## config.mk

```make
export PLATFORM = sky130hd
export DESIGN_NAME = session_entry_rate_limiter
export DESIGN_NICKNAME = d
export VERILOG_FILES = /design/src/sv/ser_pkg.sv /design/src/sv/ser_ram.sv /design/src/sv/ser_engine.sv /design/src/sv/session_entry_rate_limiter.sv
export SDC_FILE = /design/constraint.sdc
export NUM_CORES = 1
export LEC_CHECK = 0
export BUFFER_PORTS_ARGS = -buffer_cell sky130_fd_sc_hd__buf_2
export CAP_MARGIN = 10
export CELL_PAD_IN_SITES_DETAIL_PLACEMENT = 1
export CELL_PAD_IN_SITES_GLOBAL_PLACEMENT = 1
export CORE_UTILIZATION = 50
export CTS_BUF_LIST = sky130_fd_sc_hd__clkbuf_8 sky130_fd_sc_hd__clkbuf_16
export CTS_CLUSTER_SIZE = 30
export DETAILED_ROUTE_END_ITERATION = 16
export GPL_TIMING_DRIVEN = 0
export HOLD_SLACK_MARGIN = 0.03
export PLACE_DENSITY_LB_ADDON = 0.25
export SYNTH_ARGS = -nofsm -noshare
export SYNTH_HDL_FRONTEND = slang
export SYNTH_SLANG_ARGS = --single-unit
export TNS_END_PERCENT = 5
```

## constraint.sdc

```tcl
create_clock -name clk -period 8.5 [get_ports clk]
set_input_delay 0.425 -clock clk [delete_from_list [all_inputs] [get_ports clk]]
set_output_delay 0.425 -clock clk [all_outputs]
set_load 0.005 [all_outputs]
```

## src/sv/ser_pkg.sv

```systemverilog
// Package with the shared types and constants of the session entry rate limiter.
`timescale 1ns / 1ps

package ser_pkg;

  // Table size default and field widths.
  localparam int unsigned TableEntriesDefault = 16;
  localparam int unsigned SidW                = 31;
  localparam int unsigned CountW              = 8;
  localparam int unsigned StampW              = 32;
  localparam int unsigned CfgIndexW           = 2;
  localparam int unsigned CfgDataW            = 16;
  localparam int unsigned SecondsPerMinute    = 60;

  // Item kinds.
  localparam logic KIND_ENTRY = 1'b0;
  localparam logic KIND_TICK  = 1'b1;

  // Configuration register indexes.
  typedef enum logic [CfgIndexW-1:0] {
    CFG_ENABLE      = 2'd0,
    CFG_MAX_ENTRIES = 2'd1,
    CFG_WINDOW      = 2'd2,
    CFG_EJECT_MIN   = 2'd3
  } cfg_index_t;

  // Register reset values.
  localparam logic [7:0]  MaxEntriesReset   = 8'd3;
  localparam logic [15:0] WindowReset       = 16'd10;
  localparam logic [9:0]  EjectMinutesReset = 10'd5;

  // Current configuration as seen by the engine.
  typedef struct packed {
    logic        enable;
    logic [7:0]  max_entries;
    logic [15:0] window_seconds;
    logic [9:0]  eject_minutes;
  } cfg_t;

  // One input item.
  typedef struct packed {
    logic            kind;
    logic [SidW-1:0] session_id;
  } in_item_t;

  // One result item.
  typedef struct packed {
    logic            eject;
    logic [SidW-1:0] eject_session;
    logic [15:0]     eject_seconds;
    logic            table_full;
  } out_item_t;

  // One slot of the session table as held in memory.
  typedef struct packed {
    logic [SidW-1:0]   session;
    logic [CountW-1:0] count;
    logic [StampW-1:0] start;
  } slot_t;

endpackage

```

## src/sv/ser_ram.sv

```systemverilog
// Generic single-port-write, single-port-read RAM with registered read data.
`timescale 1ns / 1ps

module ser_ram #(
  parameter int unsigned WIDTH = 8,
  parameter int unsigned DEPTH = 16
) (
  input  logic                     clk,
  input  logic                     wr_en,
  input  logic [$clog2(DEPTH)-1:0] wr_addr,
  input  logic [WIDTH-1:0]         wr_data,
  input  logic                     rd_en,
  input  logic [$clog2(DEPTH)-1:0] rd_addr,
  output logic [WIDTH-1:0]         rd_data
);

  logic [WIDTH-1:0] mem [DEPTH];

  // Write port and registered read port.
  always_ff @(posedge clk) begin
    if (wr_en) begin
      mem[wr_addr] <= wr_data;
    end
    if (rd_en) begin
      rd_data <= mem[rd_addr];
    end
  end

endmodule

```

## src/sv/ser_engine.sv

```systemverilog
// Table sequencer: walks the session table in memory for entries and expiry sweeps.
`timescale 1ns / 1ps

module ser_engine #(
  parameter int unsigned TABLE_ENTRIES = ser_pkg::TableEntriesDefault
) (
  input  logic                clk,
  input  logic                rst,
  input  ser_pkg::cfg_t       cfg,
  input  logic                start,
  input  ser_pkg::in_item_t   cmd,
  output logic                busy,
  output logic                result_valid,
  output ser_pkg::out_item_t  result
);

  import ser_pkg::*;

  localparam int unsigned IdxW = $clog2(TABLE_ENTRIES);
  localparam int unsigned CntW = IdxW + 1;
  localparam logic [IdxW-1:0] LastIdx = IdxW'(TABLE_ENTRIES - 1);
  localparam logic [CntW-1:0] NumSlots = CntW'(TABLE_ENTRIES);

  typedef enum logic [3:0] {
    ST_IDLE   = 4'b0001,
    ST_SCAN   = 4'b0010,
    ST_SWEEP  = 4'b0100,
    ST_UPDATE = 4'b1000
  } state_t;

  state_t               state;
  logic [CntW-1:0]      issue_cnt;
  logic                 chk_vld;
  logic [IdxW-1:0]      chk_idx;
  logic [SidW-1:0]      sid;
  logic                 hit_found;
  logic [IdxW-1:0]      hit_idx;
  slot_t                hit_slot;
  logic                 free_found;
  logic [IdxW-1:0]      free_idx;
  logic [TABLE_ENTRIES-1:0] slot_valid;
  logic [StampW-1:0]    seconds_now;

  logic                 rd_en;
  logic [IdxW-1:0]      rd_addr;
  logic [$bits(slot_t)-1:0] rd_bits;
  slot_t                rd_slot;
  logic                 wr_en;
  logic [IdxW-1:0]      wr_addr;
  slot_t                wr_slot;
  logic [CountW-1:0]    cnt_inc;
  logic                 eject_hit;
  logic [15:0]          eject_secs;
  logic [StampW-1:0]    age;

  assign busy = (state != ST_IDLE);

  // Read issue: one slot per cycle while walking the table.
  assign rd_en   = ((state == ST_SCAN) || (state == ST_SWEEP)) && (issue_cnt < NumSlots);
  assign rd_addr = issue_cnt[IdxW-1:0];
  assign rd_slot = slot_t'(rd_bits);
  assign age     = seconds_now - rd_slot.start;

  // Update of the matched slot, saturating at the top of the count range.
  assign cnt_inc    = (hit_slot.count != {CountW{1'b1}}) ? hit_slot.count + CountW'(1)
                                                          : hit_slot.count;
  assign eject_hit  = (cnt_inc >= cfg.max_entries);
  assign eject_secs = {6'b0, cfg.eject_minutes} * 16'(SecondsPerMinute);

  // Write back either the matched slot or a new slot.
  assign wr_en   = (state == ST_UPDATE) && (hit_found || free_found);
  assign wr_addr = hit_found ? hit_idx : free_idx;
  always_comb begin
    if (hit_found) begin
      wr_slot = '{session: hit_slot.session, count: cnt_inc, start: hit_slot.start};
    end else begin
      wr_slot = '{session: sid, count: CountW'(1), start: seconds_now};
    end
  end

  ser_ram #(
    .WIDTH ($bits(slot_t)),
    .DEPTH (TABLE_ENTRIES)
  ) u_table (
    .clk     (clk),
    .wr_en   (wr_en),
    .wr_addr (wr_addr),
    .wr_data (wr_slot),
    .rd_en   (rd_en),
    .rd_addr (rd_addr),
    .rd_data (rd_bits)
  );

  // Sequencer, valid bits and seconds counter.
  always_ff @(posedge clk) begin
    if (rst) begin
      state        <= ST_IDLE;
      issue_cnt    <= '0;
      chk_vld      <= 1'b0;
      result_valid <= 1'b0;
      slot_valid   <= '0;
      seconds_now  <= '0;
    end else begin
      result_valid <= 1'b0;
      chk_vld      <= rd_en;
      chk_idx      <= rd_addr;
      if (rd_en) begin
        issue_cnt <= issue_cnt + CntW'(1);
      end
      case (state)
        ST_IDLE: begin
          if (start) begin
            sid        <= cmd.session_id;
            issue_cnt  <= '0;
            hit_found  <= 1'b0;
            free_found <= 1'b0;
            if (cmd.kind == KIND_TICK) begin
              seconds_now <= seconds_now + StampW'(1);
            end
            if (cfg.enable) begin
              state <= (cmd.kind == KIND_TICK) ? ST_SWEEP : ST_SCAN;
            end else begin
              result_valid <= 1'b1;
              result       <= '0;
            end
          end
        end
        ST_SCAN: begin
          if (chk_vld) begin
            if (slot_valid[chk_idx] && (rd_slot.session == sid) && !hit_found) begin
              hit_found <= 1'b1;
              hit_idx   <= chk_idx;
              hit_slot  <= rd_slot;
            end
            if (!slot_valid[chk_idx] && !free_found) begin
              free_found <= 1'b1;
              free_idx   <= chk_idx;
            end
            if (chk_idx == LastIdx) begin
              state <= ST_UPDATE;
            end
          end
        end
        ST_SWEEP: begin
          if (chk_vld) begin
            if (slot_valid[chk_idx] && (age >= {16'b0, cfg.window_seconds})) begin
              slot_valid[chk_idx] <= 1'b0;
            end
            if (chk_idx == LastIdx) begin
              result_valid <= 1'b1;
              result       <= '0;
              state        <= ST_IDLE;
            end
          end
        end
        ST_UPDATE: begin
          result_valid <= 1'b1;
          result       <= '0;
          if (hit_found) begin
            if (eject_hit) begin
              slot_valid[hit_idx]  <= 1'b0;
              result.eject         <= 1'b1;
              result.eject_session <= hit_slot.session;
              result.eject_seconds <= eject_secs;
            end
          end else if (free_found) begin
            slot_valid[free_idx] <= 1'b1;
          end else begin
            result.table_full <= 1'b1;
          end
          state <= ST_IDLE;
        end
        default: begin
          state <= ST_IDLE;
        end
      endcase
    end
  end

`ifndef SYNTHESIS
  // A result only follows a cycle of work or an accepted item.
  assert property (@(posedge clk) disable iff (rst)
    result_valid |-> ($past(state) != ST_IDLE) || $past(start))
    else $error("result without a preceding item");

  // An enabled entry item always starts a table scan.
  assert property (@(posedge clk) disable iff (rst)
    (start && !busy && (cmd.kind == KIND_ENTRY) && cfg.enable) |=> (state == ST_SCAN))
    else $error("entry item did not start a scan");

  // Read data is only checked while the table is being walked.
  assert property (@(posedge clk) disable iff (rst)
    chk_vld |-> ((state == ST_SCAN) || (state == ST_SWEEP)))
    else $error("table read outside a walk");

  // A result never reports an ejection and a full table at once.
  assert property (@(posedge clk) disable iff (rst)
    result_valid |-> !(result.eject && result.table_full))
    else $error("eject and table_full both set");
`endif

endmodule

```

## src/sv/session_entry_rate_limiter.sv

```systemverilog
// Top level of the session entry rate limiter: configuration registers and table engine.
`timescale 1ns / 1ps

// Fixed-window session entry rate limiter. An item is accepted when start is high and
// busy is low; its single result appears on result for one cycle with result_valid high,
// and the receiver must take it then. An entry item walks the whole session table in
// memory one slot per cycle and then writes back; a tick item walks it for its expiry
// sweep. While enable is clear, every item returns an all-zero result in the cycle
// after acceptance. The table walk goes through the single read port of the slot
// memory. Configuration writes are always ready and must only be made while the block
// is idle.
module session_entry_rate_limiter #(
  parameter int unsigned TABLE_ENTRIES = ser_pkg::TableEntriesDefault
) (
  input  logic                               clk,
  input  logic                               rst,
  input  logic                               start,
  output logic                               busy,
  input  ser_pkg::in_item_t                  cmd,
  output logic                               result_valid,
  output ser_pkg::out_item_t                 result,
  input  logic                               cfg_valid,
  output logic                               cfg_ready,
  input  logic [ser_pkg::CfgIndexW-1:0]      cfg_index,
  input  logic [ser_pkg::CfgDataW-1:0]       cfg_data
);

  import ser_pkg::*;

  cfg_t cfg;

  assign cfg_ready = 1'b1;

  // Configuration registers.
  always_ff @(posedge clk) begin
    if (rst) begin
      cfg.enable         <= 1'b0;
      cfg.max_entries    <= MaxEntriesReset;
      cfg.window_seconds <= WindowReset;
      cfg.eject_minutes  <= EjectMinutesReset;
    end else if (cfg_valid && cfg_ready) begin
      case (cfg_index_t'(cfg_index))
        CFG_ENABLE:      cfg.enable         <= cfg_data[0];
        CFG_MAX_ENTRIES: cfg.max_entries    <= cfg_data[7:0];
        CFG_WINDOW:      cfg.window_seconds <= cfg_data[15:0];
        CFG_EJECT_MIN:   cfg.eject_minutes  <= cfg_data[9:0];
        default: begin
        end
      endcase
    end
  end

  ser_engine #(
    .TABLE_ENTRIES (TABLE_ENTRIES)
  ) u_engine (
    .clk          (clk),
    .rst          (rst),
    .cfg          (cfg),
    .start        (start),
    .cmd          (cmd),
    .busy         (busy),
    .result_valid (result_valid),
    .result       (result)
  );

endmodule
```

; Yosys cells after proc, flatten, opt, wreduce, memory -nomap -nowiden
; Memory sizes are Yosys's and may differ from the RTL's. A register that Yosys moved wholly into a read port is not among the register bits.
; Cells that the tools add are included.
[classes]
addsub = 4
mul = 1
magnitude_cmp = 9
n_reduce_logical = 31
muxes = 51
eq_ne = 23
bitwise = 6
[ops]
columns = operator, count
row1 = $mux 49, 4
row2 = $pmux 49 s3, 1
row3 = $mux 48, 2
row4 = $mux 16, 5
row5 = $mux 71, 1
row6 = $add 32x1->32 const B, 1
row7 = $and 16x16->16, 2
row8 = $ge 32x16->1, 1
row9 = $not 16->16, 2
row10 = $pmux 16 s2, 1
row11 = $sub 32x32->32, 1
row12 = $eq 31x31->1, 1
row13 = $mux 4, 7
row14 = $mux 1, 17
row15 = $ne 2x2->1 const B, 8
row16 = $or 16x16->16, 1
row17 = $lt 4x5->1 const B, 3
row18 = $mux 5, 3
row19 = $reduce_and 5->1, 3
row20 = $mul 10x4->14 const B, 1
row21 = $demux 1 s4, 3
row22 = $ge 4x1->1 const B, 3
row23 = $pmux 4 s3, 1
row24 = $reduce_and 6->1, 2
row25 = 30 further kinds, 51
[word_totals]
inputBits = 54
wordCells = 149
output_inout_bits = 52
regBits = 259
mem_bits_rw = 1136
memories = 1
[memory_table]
columns = name, depth, width, rd, rd_clocked_by_memory_dff, wr, line_no
row1 = u_engine.u_table.mem, 16, 71, 1, 1, 1, ser_ram.sv:17  ; logic [WIDTH-1:0] mem [DEPTH];

; Longest topological paths before layout
[depth]
depth_word = 9
depth_mapped = 21
depth_no_buf = 20

; Modules after synthesis
; From an unflattened synthesis, not the netlist that was laid out.
[unflattened]
cells_unflattened = 3218
hier_area_um2 = 59331.9
[by_module_without_submodules]
columns = module, cells_each, area_each_um2, seq_area_each_um2, n_inst
row1 = ser_ram, 1826, 44625.3, 36244.8, 1
row2 = ser_engine, 1250, 13222.7, 6075.8, 1
row3 = session_entry_rate_limiter, 142, 1483.9, 700.7, 1

; Worst setup path after synthesis
; Ideal clock, no wire load.
[synth_path]
path_kind = register to register
startpoint = register u_engine.state[3]
endpoint = register u_engine.result[0] (netlist name)
t_required_ns = 7.795
path_buffers = 0
path_stages_with_launch = 4
slack_ns = -0.853
arrival_time_ns = 8.649
synth_period_minus_slack_ns = 9.353
cell_sequence = dfxtp_1 -> nor4b_1 -> nor3_1 -> a2111oi_0
[synth_via]
elab_chain_cells = 3
word_cells_on_any_way = 9
cone_classes = 7 x eq/ne / 2 x reduce/logical
[synth_rtl]
columns = element, line_no
row1 = start: declaration, ser_engine.sv:31  ; state_t state;
row2 = start signal: assignment, ser_engine.sv:121  ; state <= (cmd.kind == KIND_TICK) ? ST_SWEEP : ST_SCAN;
row3 = "$eq 4x3->1, or another cell as far along", ser_engine.sv:110  ; case (state)
row4 = "$ne 2x1->1 (no source line), or another cell as far along", -
row5 = $reduce_and 6->1 (no source line) (*), -
; Mark *: on every way between the ends. The rest lies on a longest branch, timed or not.
; A chain may end at the register's enable or synchronous reset.

; Worst setup path in the final report
[layout_path]
startpoint = register u_engine.seconds_now[0]
endpoint = register u_engine.slot_valid[12]
[layout_via]
elab_chain_cells = 5
[layout_rtl]
columns = element, line_no
row1 = start: declaration, ser_engine.sv:42  ; logic [StampW-1:0] seconds_now;
row2 = start signal: assignment, ser_engine.sv:118  ; seconds_now <= seconds_now + StampW'(1);
row3 = $sub 32x32->32, ser_engine.sv:62  ; assign age = seconds_now - rd_slot.start;
row4 = $ge 32x16->1, ser_engine.sv:146  ; if (slot_valid[chk_idx] && (age >= {16'b0, cfg.window_seconds})) begin
row5 = $logic_and 1x1->1, ser_engine.sv:146
row6 = $ne 2x2->1 (no source line), -
row7 = $reduce_and 5->1 (no source line), -
row8 = end signal: indexed assignment, ser_engine.sv:147  ; slot_valid[chk_idx] <= 1'b0;
row9 = end signal: indexed assignment, ser_engine.sv:161  ; slot_valid[hit_idx] <= 1'b0;
row10 = end signal: indexed assignment, ser_engine.sv:167  ; slot_valid[free_idx] <= 1'b1;
row11 = end: declaration, ser_engine.sv:41  ; logic [TABLE_ENTRIES-1:0] slot_valid;
; No other way between the ends.

==> key figures <==
Run status
  • Status: finished clean

Pwr
  • Net Sw Frac: 0.230
  • Comb power frac: 0.065
  • Worst vdd rail ir drop: 208 µV
  • Clock power share: 0.401
  • Internal Power: 0.0120 W
  • Reg power frac: 0.534
  • Pwr/cell area: 227 mW/mm²
  • Pleak: around 22 nW
  • Sw Pwr: about 0.0036 W

Layout
  • Fin area: 0.0684 mm²
  • Layout Utilization: 0.587
  • Commonest non-fill, non-tap cell in the layout: edfxtp_1
  • Most frequent cells in the layout: 1370 x edfxtp_1, 360 x mux4_2, 150 x clkbuf_16
  • Layout overhead on the synthesized area: 15.7%
  • Nets: 3595
  • Layout cells sized above 1: 0.246

Floorplan
  • Initial Util: 0.507
  • Std cell rows: ~130
  • Vert. Die Dim: roughly 350 µm
  • Core Area: 0.117 mm²
  • Die Area: between 0.1 and 0.15 mm²
  • DIE WIDTH: roughly 350 µm
  • Number of top-level pins: around 110

Critical path
  • Crit end category: flop
  • Crit-path max FO: 10
  • Setup CP Type: reg2reg
  • Worst r2r path cells: 19
  • FF-to-FF End: u_engine.slot_valid[12]
  • R2r setup slk: 2.59 ns
  • R2R Path Start: u_engine.seconds_now[0]
  • Req. time, crit path: roughly 9 ns
  • Data arrival time of the critical path: 6.58 ns
  • Critical path launch point type: flop

Clock network
  • Clk_lat worst skew: roughly 0.79 ns
  • Total CTS buffers: between 100 and 150
  • Clk slew on worst S/H paths: 0.06 ns
  • CTS tree: yes
  • CTS H-tree lvls: 4
  • Clock sink count: 1464
  • Resized cells post-CTS: 0
  • Bufs on Longest Clock Path: 3
  • Root Buffer: clkbuf_16

Global route
  • First-pass GRT wire length: roughly 240000 µm
  • Grt ovf: 0
  • Antenna violations before repair: 3
  • All-Layer GR Usage: 0.276
  • Largest net degree at the start of global routing: 22
  • Vias in the first global route: between 30000 and 40000

Synth
  • Cell Area, Synth: 0.0591 mm²
  • Synthesized flop and latch total: roughly 1500
  • Syn avg cell area: just under 20 µm²
  • Distinct cells, synth: 80
  • Number of synthesized flops with an enable pin: 1370
  • Primary FF master, synth: edfxtp_1
  • Mapped Cells: about 3000
  • Ys Warns: 0
  • Sequential-to-total area share from yosys stat: 0.727
  • Share of flip-flops with an asynchronous set or reset: 0

Placement
  • Hpwl dp: around 110000 µm
  • Placed instance area: between 0.06 and 0.07 mm²
  • Port Buffers: 101
  • Post-Place Setup Slack: between 2 and 3 ns
  • GP Congestion: 0.872

STA
  • Min Tclk post-route: just under 6 ns
  • F_max: between 0.15 and 0.2 GHz
  • Max_slew headroom: 0.170
  • Setup Skew: about 0.034 ns
  • RSZ-0062 raised after global routing: false
  • Pins Over Slew Limit: 0
  • Post-route worst setup slack: ~2.6 ns
  • Final Cycle Share: 0.696
  • Setup violators final: 0
  • Worst slew pin tran: 1.24 ns
  • Final Hold Fails: 0

Route
  • DR pass1 iterations: 5
  • Vias/cell: 6.23
  • Final ANT Viol Nets: 0
  • Vias: roughly 32000
  • DRT iter0 DRCs: approximately 3700
  • Post-route DRC violation count: 0
  • Drt wl/cell: around 32 µm
  • Total Wirelength: roughly 160000 µm

Worst hold path
  • Hold depth: 4
  • End of the worst hold path: cfg[34]
  • Worst hold path startpoint: cfg_index[1]
  • Min-delay worst type: in2reg

Job
  • MaxCap Viol Count: 0
-- synth_stat cells, types with 15 or more instances --
| master | count | area share |
|---|---|---|
| nor2b_1 | 29 | 0.0031 |
| nand2_1 | 137 | 0.0087 |
| clkbuf_1 | 87 | 0.0055 |
| fa_1 | 18 | 0.0061 |
| buf_1 | 33 | 0.0021 |
| xor2_1 | 33 | 0.0049 |
| ha_1 | 75 | 0.016 |
| nand4_1 | 23 | 0.0024 |
| mux2_2 | 66 | 0.013 |
| and2_1 | 45 | 0.0048 |
| nor2_1 | 139 | 0.0088 |
| a21o_1 | 19 | 0.0024 |
| nand3_1 | 43 | 0.0036 |
| edfxtp_1 | 1370 | 0.70 |
| and3_1 | 15 | 0.0016 |
| xnor2_1 | 60 | 0.0089 |
| mux4_2 | 360 | 0.14 |
| o21ai_0 | 31 | 0.0026 |
| inv_1 | 87 | 0.0055 |
| nor3_1 | 19 | 0.0016 |
| a21oi_1 | 72 | 0.0061 |
| dfxtp_1 | 94 | 0.032 |
-- worst max-delay path by stage --
stage,startpoint,to,slack (ns),cells after the start
floorplan,u_engine.state[3],u_engine.result[0],1.44,3
finish,u_engine.seconds_now[0],u_engine.slot_valid[12],2.59,19
global route,u_engine.seconds_now[0],u_engine.slot_valid[6],2.24,19
detailed placement,u_engine.u_table.rd_data[4],u_engine.slot_valid[12],2.64,21
global placement,u_engine.hit_found,u_engine.hit_slot[38],-5.76,7
CTS,u_engine.seconds_now[0],u_engine.slot_valid[6],2.59,19
-- power groups by stage --
stage | sequential, W | combinational (W) | clock [W]
2_1_floorplan | 0.00844 | 0.000523 | 0
3_3_place_gp | 0.00847 | 0.000855 | 0
4_1_cts | 0.00829 | 0.000999 | 0.00629
3_5_place_dp | 0.00844 | 0.000973 | 0
6_report | 0.00829 | 0.00101 | 0.00623
5_1_grt | 0.00830 | 0.00108 | 0.00653
-- layout make-up --
| cell class | count | area [µm²] |
|---|---|---|
| diodes | 1 | 2.50 |
| plain buffers | 136 | 556 |
| clock buffers | 152 | 3780 |
| clock inverters | 117 | 815 |
| fillers | 10100 | 48200 |
| inverters | 88 | 330 |
| multi-input cells | 1371 | 15400 |
| flip-flops and latches | 1464 | 43000 |
| well taps | 1524 | 1910 |
| repair buffers | 238 | 2610 |
-- critical path, cell delays in order, from the launching register on --
cell       delay (ns)
dfxtp_1          0.39
inv_1            0.11
ha_1             0.23
fa_1             0.46
nor2b_1          0.19
o2111ai_1        0.17
and4bb_2         0.30
o21bai_1         0.47
xor2_1           0.21
ha_1             0.26
o21ai_0          0.18
o22a_1           0.19
o211ai_1         0.14
nor4_1           0.36
o211ai_1         0.14
nor4_1           0.46
nand4_1          0.21
o31ai_4          0.74
buf_8            0.25
mux2_4           0.31
-- timing repair --
item / 4_1_cts / 5_1_grt
hold buffers: 48 / 0
hold endpoints to repair: 68 / 0
setup buffers: 0 / 0
-- layer usage --
layer,GRT usage,up-vias,wire length [µm]
li1,-,13100,-
met4,0.0768,4,3850
met1,0.378,16900,65000
met5,0,-,29
met3,0.0509,246,13300
met2,0.457,1466,81000
-- sequential cells by signal, summed over array words and instances (netlist names) --
name / cells
u_engine.u_table.rd_data: 71
u_engine.issue_cnt: 5
u_engine.chk_vld: 1
u_engine.slot_valid: 16
u_engine.hit_idx: 4
u_engine.free_found: 1
u_engine.seconds_now: 32
u_engine.free_idx: 4
u_engine.sid: 31
u_engine.hit_found: 1
u_engine.chk_idx: 4
u_engine.result: 47
u_engine.hit_slot: 71
u_engine.state: 4
u_engine.u_table.mem: 1136
cfg: 35
u_engine.result_valid: 1
-- stage by stage --
step	setup TNS [ns]	std cells	hold slack, ns	power [W]
after floorplan	0	3059	0.400	0.00896
after global placement	-3085.46	4684	0.409	0.00933
after detailed placement	0	4767	0.409	0.00942
after CTS	0	5084	0.0306	0.0156
after global routing	0	5090	0.114	0.0159
final	0	5091	0.0795	0.0155
-- cells by family (layout without fill, tap and decap cells) --
family,count (synthesis),count (layout),share of synthesized area
xor gates and xnor gates,93,93,0.0138
adders and majority gates,93,93,0.0220
buffers and inverters,224,731,0.0150
muxes,449,449,0.154
and+or+nand+nor,500,500,0.0408
AOI/OAI and AO/OA,233,233,0.0266
other,2,4,0.000127
DFF,1464,1464,0.727
Power figures use the tool's default switching activity.
